--- config.mk ---
export PLATFORM = sky130hd
export DESIGN_NAME = circle_outline_rasterizer
export DESIGN_NICKNAME = d
export VERILOG_FILES = /design/src/rtl/core/cor_pkg.sv /design/src/rtl/core/cor_isqrt.sv /design/src/rtl/core/cor_dp.sv /design/src/rtl/core/cor_ctrl.sv /design/src/rtl/core/circle_outline_rasterizer.sv
export SDC_FILE = /design/constraint.sdc
export NUM_CORES = 1
export LEC_CHECK = 0
export ABC_CLOCK_PERIOD_IN_PS = 7830
export BUFFER_PORTS_ARGS = -buffer_cell sky130_fd_sc_hd__buf_2
export CORE_MARGIN = 3
export CORE_UTILIZATION = 56
export DETAILED_ROUTE_END_ITERATION = 12
export PLACE_DENSITY = 0.74
export SYNTH_ARGS = -nofsm -noshare
export SYNTH_HDL_FRONTEND = slang
export SYNTH_SLANG_ARGS = --single-unit
--- constraint.sdc ---
create_clock -name clk_i -period 7.83 [get_ports clk_i]
set_clock_uncertainty 0.15 [all_clocks]
set_input_delay 1.1745 -clock clk_i [delete_from_list [all_inputs] [get_ports clk_i]]
set_output_delay 1.1745 -clock clk_i [all_outputs]
set_load 0.005 [all_outputs]
--- src/rtl/core/cor_pkg.sv ---
package cor_pkg;

  localparam int unsigned CoordW  = 16;
  localparam int unsigned RadW    = 11;
  localparam int unsigned ClipW   = 13;
  localparam int unsigned PitchW  = 14;
  localparam int unsigned SqW     = 2 * RadW;
  localparam int unsigned ExtW    = CoordW + 2;

  localparam logic [2:0] RegClipLeft   = 3'd0;
  localparam logic [2:0] RegClipTop    = 3'd1;
  localparam logic [2:0] RegClipRight  = 3'd2;
  localparam logic [2:0] RegClipBottom = 3'd3;
  localparam logic [2:0] RegRowPitch   = 3'd4;

  localparam logic ModeStart = 1'b0;

  typedef struct packed {
    logic                     mode;
    logic signed [CoordW-1:0] center_x;
    logic signed [CoordW-1:0] center_y;
    logic [RadW-1:0]          radius;
  } in_t;

  typedef struct packed {
    logic        pixel_valid;
    logic [11:0] pixel_x;
    logic [11:0] pixel_y;
    logic [24:0] pixel_index;
    logic        done_res;
  } out_t;

  typedef struct packed {
    logic load;
    logic step;
    logic row_load;
    logic idx;
  } cmd_t;

  typedef struct packed {
    logic emit;
    logic row_wait;
    logic sqrt_done;
  } status_t;

endpackage

--- src/rtl/core/cor_isqrt.sv ---
module cor_isqrt (
  input  logic                          clk_i,
  input  logic                          rst_ni,
  input  logic                          start_i,
  input  logic [cor_pkg::SqW-1:0]       val_i,
  output logic                          done_o,
  output logic [cor_pkg::RadW-1:0]      root_o
);

  localparam int unsigned W = cor_pkg::SqW;

  logic [W-1:0] rem_q, rem_d, res_q, res_d, bit_q, bit_d;
  logic         busy_q, busy_d, done_q, done_d;
  logic [W-1:0] trial;

  assign trial = res_q + bit_q;

  always_comb begin
    rem_d  = rem_q;
    res_d  = res_q;
    bit_d  = bit_q;
    busy_d = busy_q;
    done_d = 1'b0;
    if (start_i) begin
      rem_d  = val_i;
      res_d  = '0;
      bit_d  = W'(1) << (W - 2);
      busy_d = 1'b1;
    end else if (busy_q) begin
      // one result bit per cycle
      if (rem_q >= trial) begin
        rem_d = rem_q - trial;
        res_d = (res_q >> 1) + bit_q;
      end else begin
        res_d = res_q >> 1;
      end
      bit_d = bit_q >> 2;
      if (bit_q[0]) begin
        busy_d = 1'b0;
        done_d = 1'b1;
      end
    end
  end

  always_ff @(posedge clk_i or negedge rst_ni) begin
    if (!rst_ni) begin
      busy_q <= 1'b0;
      done_q <= 1'b0;
    end else begin
      busy_q <= busy_d;
      done_q <= done_d;
    end
  end

  always_ff @(posedge clk_i) begin
    rem_q <= rem_d;
    res_q <= res_d;
    bit_q <= bit_d;
  end

  assign done_o = done_q;
  assign root_o = res_q[cor_pkg::RadW-1:0];

endmodule

--- src/rtl/core/cor_dp.sv ---
module cor_dp (
  input  logic                  clk_i,
  input  logic                  rst_ni,
  input  cor_pkg::cmd_t         cmd_i,
  output cor_pkg::status_t      status_o,
  input  cor_pkg::in_t          in_i,
  input  logic                  cfg_we_i,
  input  logic [2:0]            cfg_index_i,
  input  logic [13:0]           cfg_data_i,
  output cor_pkg::out_t         out_o
);

  localparam int unsigned EW = cor_pkg::ExtW;
  localparam int unsigned CW = cor_pkg::ClipW;

  logic [CW-1:0]                 clip_l_q, clip_t_q, clip_r_q, clip_b_q;
  logic [cor_pkg::PitchW-1:0]    pitch_q;

  logic                          active_q;
  logic signed [cor_pkg::CoordW-1:0] cc_q, cr_q;
  logic [cor_pkg::RadW-1:0]      r_q, h_q;
  logic [11:0]                   d_q;
  logic signed [12:0]            run_q, prev_q;
  logic [1:0]                    phase_q;
  logic [cor_pkg::SqW-1:0]       v_q;
  logic [CW-1:0]                 px_q, py_q;
  logic                          pdone_q;
  cor_pkg::out_t                 out_q;

  logic                          upper, left_side, row_ok, col_ok, skip, last_row;
  logic signed [EW-1:0]          row, col, run_ext;
  logic signed [12:0]            neg_h;
  logic [cor_pkg::SqW-1:0]       rr, v_next;
  logic [12:0]                   d_inc;
  logic                          sqrt_go, sqrt_done;
  logic [cor_pkg::RadW-1:0]      root;
  logic [26:0]                   prod;

  assign upper     = !phase_q[1];
  assign left_side = !phase_q[0];
  assign neg_h     = -$signed({2'b00, h_q});
  assign run_ext   = EW'(run_q);
  assign row = upper ? (EW'(cr_q) - $signed({{(EW-12){1'b0}}, d_q}))
                     : (EW'(cr_q) + $signed({{(EW-12){1'b0}}, d_q}));
  assign col = left_side ? (EW'(cc_q) + run_ext) : (EW'(cc_q) - run_ext);
  assign row_ok = (row >= $signed({{(EW-CW){1'b0}}, clip_t_q}))
               && (row <  $signed({{(EW-CW){1'b0}}, clip_b_q}));
  assign col_ok = (col >= $signed({{(EW-CW){1'b0}}, clip_l_q}))
               && (col <  $signed({{(EW-CW){1'b0}}, clip_r_q}));
  assign skip     = !row_ok || (run_q > neg_h);
  assign d_inc    = {1'b0, d_q} + 13'd1;
  assign last_row = d_inc > {2'b00, r_q};
  assign rr       = in_i.radius * in_i.radius;
  assign v_next   = v_q - cor_pkg::SqW'({d_q, 1'b1});
  assign sqrt_go  = cmd_i.step && active_q && skip && !upper && !last_row;

  assign status_o.emit      = cmd_i.step && (!active_q || (!skip && col_ok));
  assign status_o.row_wait  = sqrt_go;
  assign status_o.sqrt_done = sqrt_done;

  cor_isqrt u_isqrt (
    .clk_i   (clk_i),
    .rst_ni  (rst_ni),
    .start_i (sqrt_go),
    .val_i   (v_next),
    .done_o  (sqrt_done),
    .root_o  (root)
  );

  always_ff @(posedge clk_i or negedge rst_ni) begin
    if (!rst_ni) begin
      clip_l_q <= '0;
      clip_t_q <= '0;
      clip_r_q <= CW'(4096);
      clip_b_q <= CW'(4096);
      pitch_q  <= cor_pkg::PitchW'(4096);
    end else if (cfg_we_i) begin
      case (cfg_index_i)
        cor_pkg::RegClipLeft:   clip_l_q <= cfg_data_i[CW-1:0];
        cor_pkg::RegClipTop:    clip_t_q <= cfg_data_i[CW-1:0];
        cor_pkg::RegClipRight:  clip_r_q <= cfg_data_i[CW-1:0];
        cor_pkg::RegClipBottom: clip_b_q <= cfg_data_i[CW-1:0];
        cor_pkg::RegRowPitch:   pitch_q  <= cfg_data_i;
        default: ;
      endcase
    end
  end

  always_ff @(posedge clk_i or negedge rst_ni) begin
    if (!rst_ni) begin
      active_q <= 1'b0;
      cc_q     <= '0;
      cr_q     <= '0;
      r_q      <= '0;
      d_q      <= '0;
      run_q    <= '0;
      prev_q   <= '0;
      h_q      <= '0;
      phase_q  <= '0;
      v_q      <= '0;
    end else if (cmd_i.load) begin
      active_q <= 1'b1;
      cc_q     <= in_i.center_x;
      cr_q     <= in_i.center_y;
      r_q      <= in_i.radius;
      d_q      <= '0;
      prev_q   <= -$signed({2'b00, in_i.radius});
      run_q    <= -$signed({2'b00, in_i.radius});
      h_q      <= in_i.radius;
      phase_q  <= '0;
      v_q      <= rr;
    end else if (cmd_i.row_load) begin
      h_q     <= root;
      run_q   <= prev_q;
      phase_q <= '0;
    end else if (cmd_i.step && active_q) begin
      if (skip) begin
        if (upper) begin
          phase_q <= 2'd2;
          run_q   <= prev_q;
        end else begin
          prev_q <= neg_h;
          d_q    <= d_inc[11:0];
          v_q    <= v_next;
          if (last_row) begin
            active_q <= 1'b0;
          end
        end
      end else if (left_side) begin
        phase_q <= phase_q + 2'd1;
      end else begin
        phase_q <= phase_q - 2'd1;
        run_q   <= run_q + 13'sd1;
      end
    end
  end

  always_ff @(posedge clk_i) begin
    if (status_o.emit) begin
      pdone_q <= !active_q;
      px_q    <= active_q ? col[CW-1:0] : '0;
      py_q    <= active_q ? row[CW-1:0] : '0;
    end
  end

  assign prod = 27'(py_q) * 27'(pitch_q);

  always_ff @(posedge clk_i) begin
    if (cmd_i.idx) begin
      out_q.pixel_valid <= !pdone_q;
      out_q.pixel_x     <= px_q[11:0];
      out_q.pixel_y     <= py_q[11:0];
      out_q.pixel_index <= 25'(prod + 27'(px_q));
      out_q.done_res    <= pdone_q;
    end
  end

  assign out_o = out_q;

endmodule

--- src/rtl/core/cor_ctrl.sv ---
module cor_ctrl (
  input  logic              clk_i,
  input  logic              rst_ni,
  input  logic              in_valid_i,
  input  logic              in_mode_i,
  output logic              in_stall_o,
  output logic              out_valid_o,
  input  logic              out_stall_i,
  output cor_pkg::cmd_t     cmd_o,
  input  cor_pkg::status_t  status_i
);

  localparam logic [2:0] S_IDLE = 3'd0;
  localparam logic [2:0] S_STEP = 3'd1;
  localparam logic [2:0] S_SQRT = 3'd2;
  localparam logic [2:0] S_IDX  = 3'd3;
  localparam logic [2:0] S_OUT  = 3'd4;

  logic [2:0] state_q, state_d;
  logic       in_xfer;

  assign in_stall_o  = (state_q != S_IDLE);
  assign out_valid_o = (state_q == S_OUT);
  assign in_xfer     = in_valid_i && !in_stall_o;

  always_comb begin
    cmd_o          = '0;
    state_d        = state_q;
    cmd_o.load     = in_xfer && (in_mode_i == cor_pkg::ModeStart);
    cmd_o.step     = (state_q == S_STEP);
    cmd_o.row_load = (state_q == S_SQRT) && status_i.sqrt_done;
    cmd_o.idx      = (state_q == S_IDX);
    case (state_q)
      S_IDLE: if (in_xfer && in_mode_i != cor_pkg::ModeStart) state_d = S_STEP;
      S_STEP: begin
        if (status_i.emit) state_d = S_IDX;
        else if (status_i.row_wait) state_d = S_SQRT;
      end
      S_SQRT: if (status_i.sqrt_done) state_d = S_STEP;
      S_IDX:  state_d = S_OUT;
      S_OUT:  if (!out_stall_i) state_d = S_IDLE;
      default: state_d = S_IDLE;
    endcase
  end

  always_ff @(posedge clk_i or negedge rst_ni) begin
    if (!rst_ni) begin
      state_q <= S_IDLE;
    end else begin
      state_q <= state_d;
    end
  end

  a_out_blocks_in: assert property (@(posedge clk_i) disable iff (!rst_ni)
    out_valid_o |-> in_stall_o) else $error("input taken while result pending");

  a_row_to_sqrt: assert property (@(posedge clk_i) disable iff (!rst_ni)
    (cmd_o.step && status_i.row_wait && !status_i.emit) |=> (state_q == S_SQRT))
    else $error("row root not awaited");

  a_sqrt_done_when_waiting: assert property (@(posedge clk_i) disable iff (!rst_ni)
    status_i.sqrt_done |-> (state_q == S_SQRT)) else $error("stray root result");

  a_idx_then_out: assert property (@(posedge clk_i) disable iff (!rst_ni)
    cmd_o.idx |=> out_valid_o) else $error("result not presented");

endmodule

--- src/rtl/core/circle_outline_rasterizer.sv ---
// a start item gives no result
// a next item steps the walk once per clipped pixel or skipped upper row, waits for an
// 11-step integer square root on each new row, then forms the index and presents its result
// the next item is taken only after the result transfer
// reset: asynchronous, active low; no circle active, clip 0..4096, pitch 4096
module circle_outline_rasterizer (
  input  logic           clk_i,
  input  logic           rst_ni,
  input  logic           in_valid_i,
  output logic           in_stall_o,
  input  cor_pkg::in_t   in_i,
  output logic           out_valid_o,
  input  logic           out_stall_i,
  output cor_pkg::out_t  out_o,
  input  logic           cfg_valid_i,
  output logic           cfg_ready_o,
  input  logic [2:0]     cfg_index_i,
  input  logic [13:0]    cfg_data_i
);

  cor_pkg::cmd_t    cmd;
  cor_pkg::status_t status;

  assign cfg_ready_o = 1'b1;

  cor_ctrl u_ctrl (
    .clk_i       (clk_i),
    .rst_ni      (rst_ni),
    .in_valid_i  (in_valid_i),
    .in_mode_i   (in_i.mode),
    .in_stall_o  (in_stall_o),
    .out_valid_o (out_valid_o),
    .out_stall_i (out_stall_i),
    .cmd_o       (cmd),
    .status_i    (status)
  );

  cor_dp u_dp (
    .clk_i       (clk_i),
    .rst_ni      (rst_ni),
    .cmd_i       (cmd),
    .status_o    (status),
    .in_i        (in_i),
    .cfg_we_i    (cfg_valid_i && cfg_ready_o),
    .cfg_index_i (cfg_index_i),
    .cfg_data_i  (cfg_data_i),
    .out_o       (out_o)
  );

endmodule

==> impl_metrics.csv <==
group,metric,value,unit
synth,yosys.area.top_type_share,16.0,%
drt,wirelength,71800,um
sta,slew_viol_final,0,
floorplanning,coreArea,50700,um^2
sta,setup_violations,0,
sta,max_slew_margin,31.8,%
synth,yosys_warnings,0,
global_route,grt_use_total,26.9,%
setup_path,crit_buf_inv,3,
synth,avgSynthCellArea,9.24,um^2
layout,antenna_cells,0,
sta,hold_slack,0.305,ns
clock_tree,cts_root_buf,"clkbuf_16",
clock_tree,cts_tree,"yes",
placement,port-buffer-count,118,
layout,num-nets-final,3778,
placement,dp_hpwl,55300,um
clock_tree,holdBufCountCts,0,
floorplanning,ios,120,
placement,placed_area,30100,um^2
floorplanning,rows,82,
sta,fmax,137,MHz
setup_path,r2r_slack,0.51,ns
setup_path,timing.rr.start,"u_dp.py_q[1]",
synth,synthDistinctLibCells,85,
layout,syn_to_final_growth,8.51,%
hold_path,min_to,"u_dp.out_o[43]",
clock_tree,clock_path_buffers,3,
synth,synth_area,29000,um^2
layout,final_cells,3900,
synth,syn_nets,3716,
run_status,outcome,"finished, final reports clean",
setup_path,crit_family,"adder cells",
global_route,grt_pass1_vias,23200,
setup_path,worst_path_max_delay_cell,"edfxtp_1",
clock_tree,cts_sinks,321,
sta,fin_crit_sh,93.5,%
synth,synth_top_area_cell,"dfrtp_1",
synth,synth_ff_type,"dfrtp_1",
global_route,grt_max_degree,82,
clock_tree,cts_setup_buffers,0,
drt,routedWlPerCell,18.4,um
layout,fin_area,31500,um^2
setup_path,end_kind,"flip-flop",
sta,finalHoldViolCount,0,
sta,min_period,7.32,ns
floorplanning,die-area,54500,um^2
synth,yosysSeqAreaShare,28.9,%
setup_path,arrival,7.46,ns
setup_path,start_kind,"flip-flop",
synth,ys_ff_latch,321,
drt,antenna_left,0,
drt,via_count,22500,
global_route,antenna_found_initial,1,
clock_tree,ctsResizeCount,0,
hold_path,holdPathStages,0,
hold_path,min_path_type,"flip-flop to flip-flop",
floorplanning,dieWidth,234,um
clock_tree,cts-buffers-inserted,39,
setup_path,max_stage_delay,0.65,ns
global_route,grt_pass1_wl,118000,um
synth,synth_area_leaders,"dfrtp_1, fa_1, ha_1",
run,maxCapViolations,0,
setup_path,cp_max_fo,15,
drt,drt-initial-drc-count,1522,
setup_path,reg2reg_depth,20,
synth,synth_edf_count,100,
clock_tree,path_clk_slew,0.06,ns
drt,viasPerCell,5.76,
setup_path,cpMostUsedCell,"fa_1",
floorplanning,die-height,234,um
placement,dpl.cell_count,3830,
synth,postSynthCellCount,3137,
sta,tns,0,ns
clock_tree,cts.htree.levels,2,
synth,async_flop_share,58.6,%
synth,yosys-top-cells-count,"nand2_1, inv_1, ha_1",
hold_path,min_from,"u_dp.px_q[5]",
placement,routabilityCongestion,0.916,
floorplanning,initial_core_util,57.2,%
setup_path,crit_chain,"nand2_1, fa_1, inv_1, fa_1, fa_1, inv_1, fa_1, inv_1, fa_1, fa_1, ha_1, and3_1, a221oi_1, a21boi_0, a21oi_1, o31ai_1, a211oi_1, nor2b_1, o21ai_0, xnor2_1",
sta,tightest_slew,1.02,ns
synth,yosysMostFrequentCell,"nand2_1",
clock_tree,clk-insertion-delay-late,0.57,ns
drt,drc,0,
layout,drive_above_1_share,9.08,%
setup_path,r2r-end,"u_dp.out_o[25]",
setup_path,critPathRequiredTime,7.97,ns
sta,rsz0062_at_grt,"false",
drt,firstDrtPassIters,6,
setup_path,critPathKind,"flip-flop to flip-flop",
global_route,grt_remaining_overflow,0,
[through the flow]
| stage | utilization [%] | setup WS (ns) |
|---|---|---|
| floorplan | - | 1.39 |
| detailed placement | 59.5 | 0.585 |
| CTS | 62.1 | 0.521 |
| global route | 62.1 | 0.100 |
| global placement | 59.5 | 0.728 |
| finish | 62.1 | 0.508 |
[cells in the final DEF, fill, tap and decap left out, drive strengths merged, types with 16 or more instances in the layout]
master / Yosys / final
nand2: 442 / 442
inv: 341 / 344
ha: 306 / 306
fa: 207 / 207
dfrtp: 185 / 185
nor2: 176 / 176
xnor2: 144 / 144
buf: 28 / 142
o21ai: 137 / 137
and2: 128 / 128
a21oi: 127 / 127
edfxtp: 100 / 100
xor2: 60 / 60
nand3: 60 / 60
a21o: 56 / 56
nor3: 52 / 52
clkbuf: 94 / 51
mux2: 48 / 48
a31oi: 47 / 47
dfxtp: 33 / 33
a211oi: 32 / 32
nor2b: 26 / 26
o21a: 25 / 25
and3: 24 / 24
mux2i: 21 / 21
o211ai: 21 / 21
clkinv: 4 / 17
nand2b: 16 / 16
o31ai: 16 / 16
[layout make-up]
class	instances	area (um^2)
well taps	672	841
inverters	345	1290
flip-flops and latches	321	8370
fillers	4186	19200
clock inverters	20	184
multi-input cells	2349	18800
repair buffers	143	787
clock buffers	50	1130
[flip-flops by register name, summed over array words and instances, names as in the netlist, 2 cells and up]
register,count
u_dp.py_q,13
u_dp.pitch_q,14
u_dp.px_q,13
u_dp.u_isqrt.res_q,22
u_ctrl.state_q,3
u_dp.out_o,51
u_dp.clip_t_q,13
u_dp.clip_b_q,13
u_dp.cr_q,16
u_dp.u_isqrt.bit_q,11
u_dp.d_q,12
u_dp.cc_q,16
u_dp.prev_q,13
u_dp.r_q,11
u_dp.clip_r_q,13
u_dp.u_isqrt.rem_q,22
u_dp.phase_q,2
u_dp.h_q,11
u_dp.run_q,13
u_dp.clip_l_q,13
u_dp.v_q,22
[cells by family (layout without fill, tap and decap cells)]
kind of cell	Yosys count	in the layout	share of synthesized area [%]
other	1	1	0.0129
adders and majority gates	513	513	27.5
DFF	321	321	28.9
and+or+nand+nor	1000	1000	16.0
xor gates and xnor gates	204	204	6.16
buffers and inverters	467	558	6.23
AOI/OAI and AO/OA	562	562	12.6
muxes	69	69	2.59
[worst max path at each step]
stage                  from             end  slack [ns]  cells past startpoint
2_1_floorplan  u_dp.py_q[4]  u_dp.out_o[25]        1.39                     21
3_3_place_gp   u_dp.py_q[4]  u_dp.out_o[25]        0.73                     20
3_5_place_dp   u_dp.py_q[1]  u_dp.out_o[25]        0.58                     20
4_1_cts        u_dp.py_q[1]  u_dp.out_o[25]        0.52                     20
5_1_grt        u_dp.py_q[4]  u_dp.out_o[25]        0.10                     20
6_report       u_dp.py_q[1]  u_dp.out_o[25]        0.51                     20
[routing by layer]
metal | vias up | GRT usage, % | routed length [um]
li1 | 10700 | - | -
met1 | 11000 | 34.9 | 30800
met2 | 614 | 47.2 | 35400
met3 | 130 | 3.17 | 3450
met4 | 2 | 8.22 | 2100
met5 | - | 0 | 17
Power is left out: the tool's default activity adds up to more than one toggle a clock period on the data nets, which glitch-free logic cannot reach.
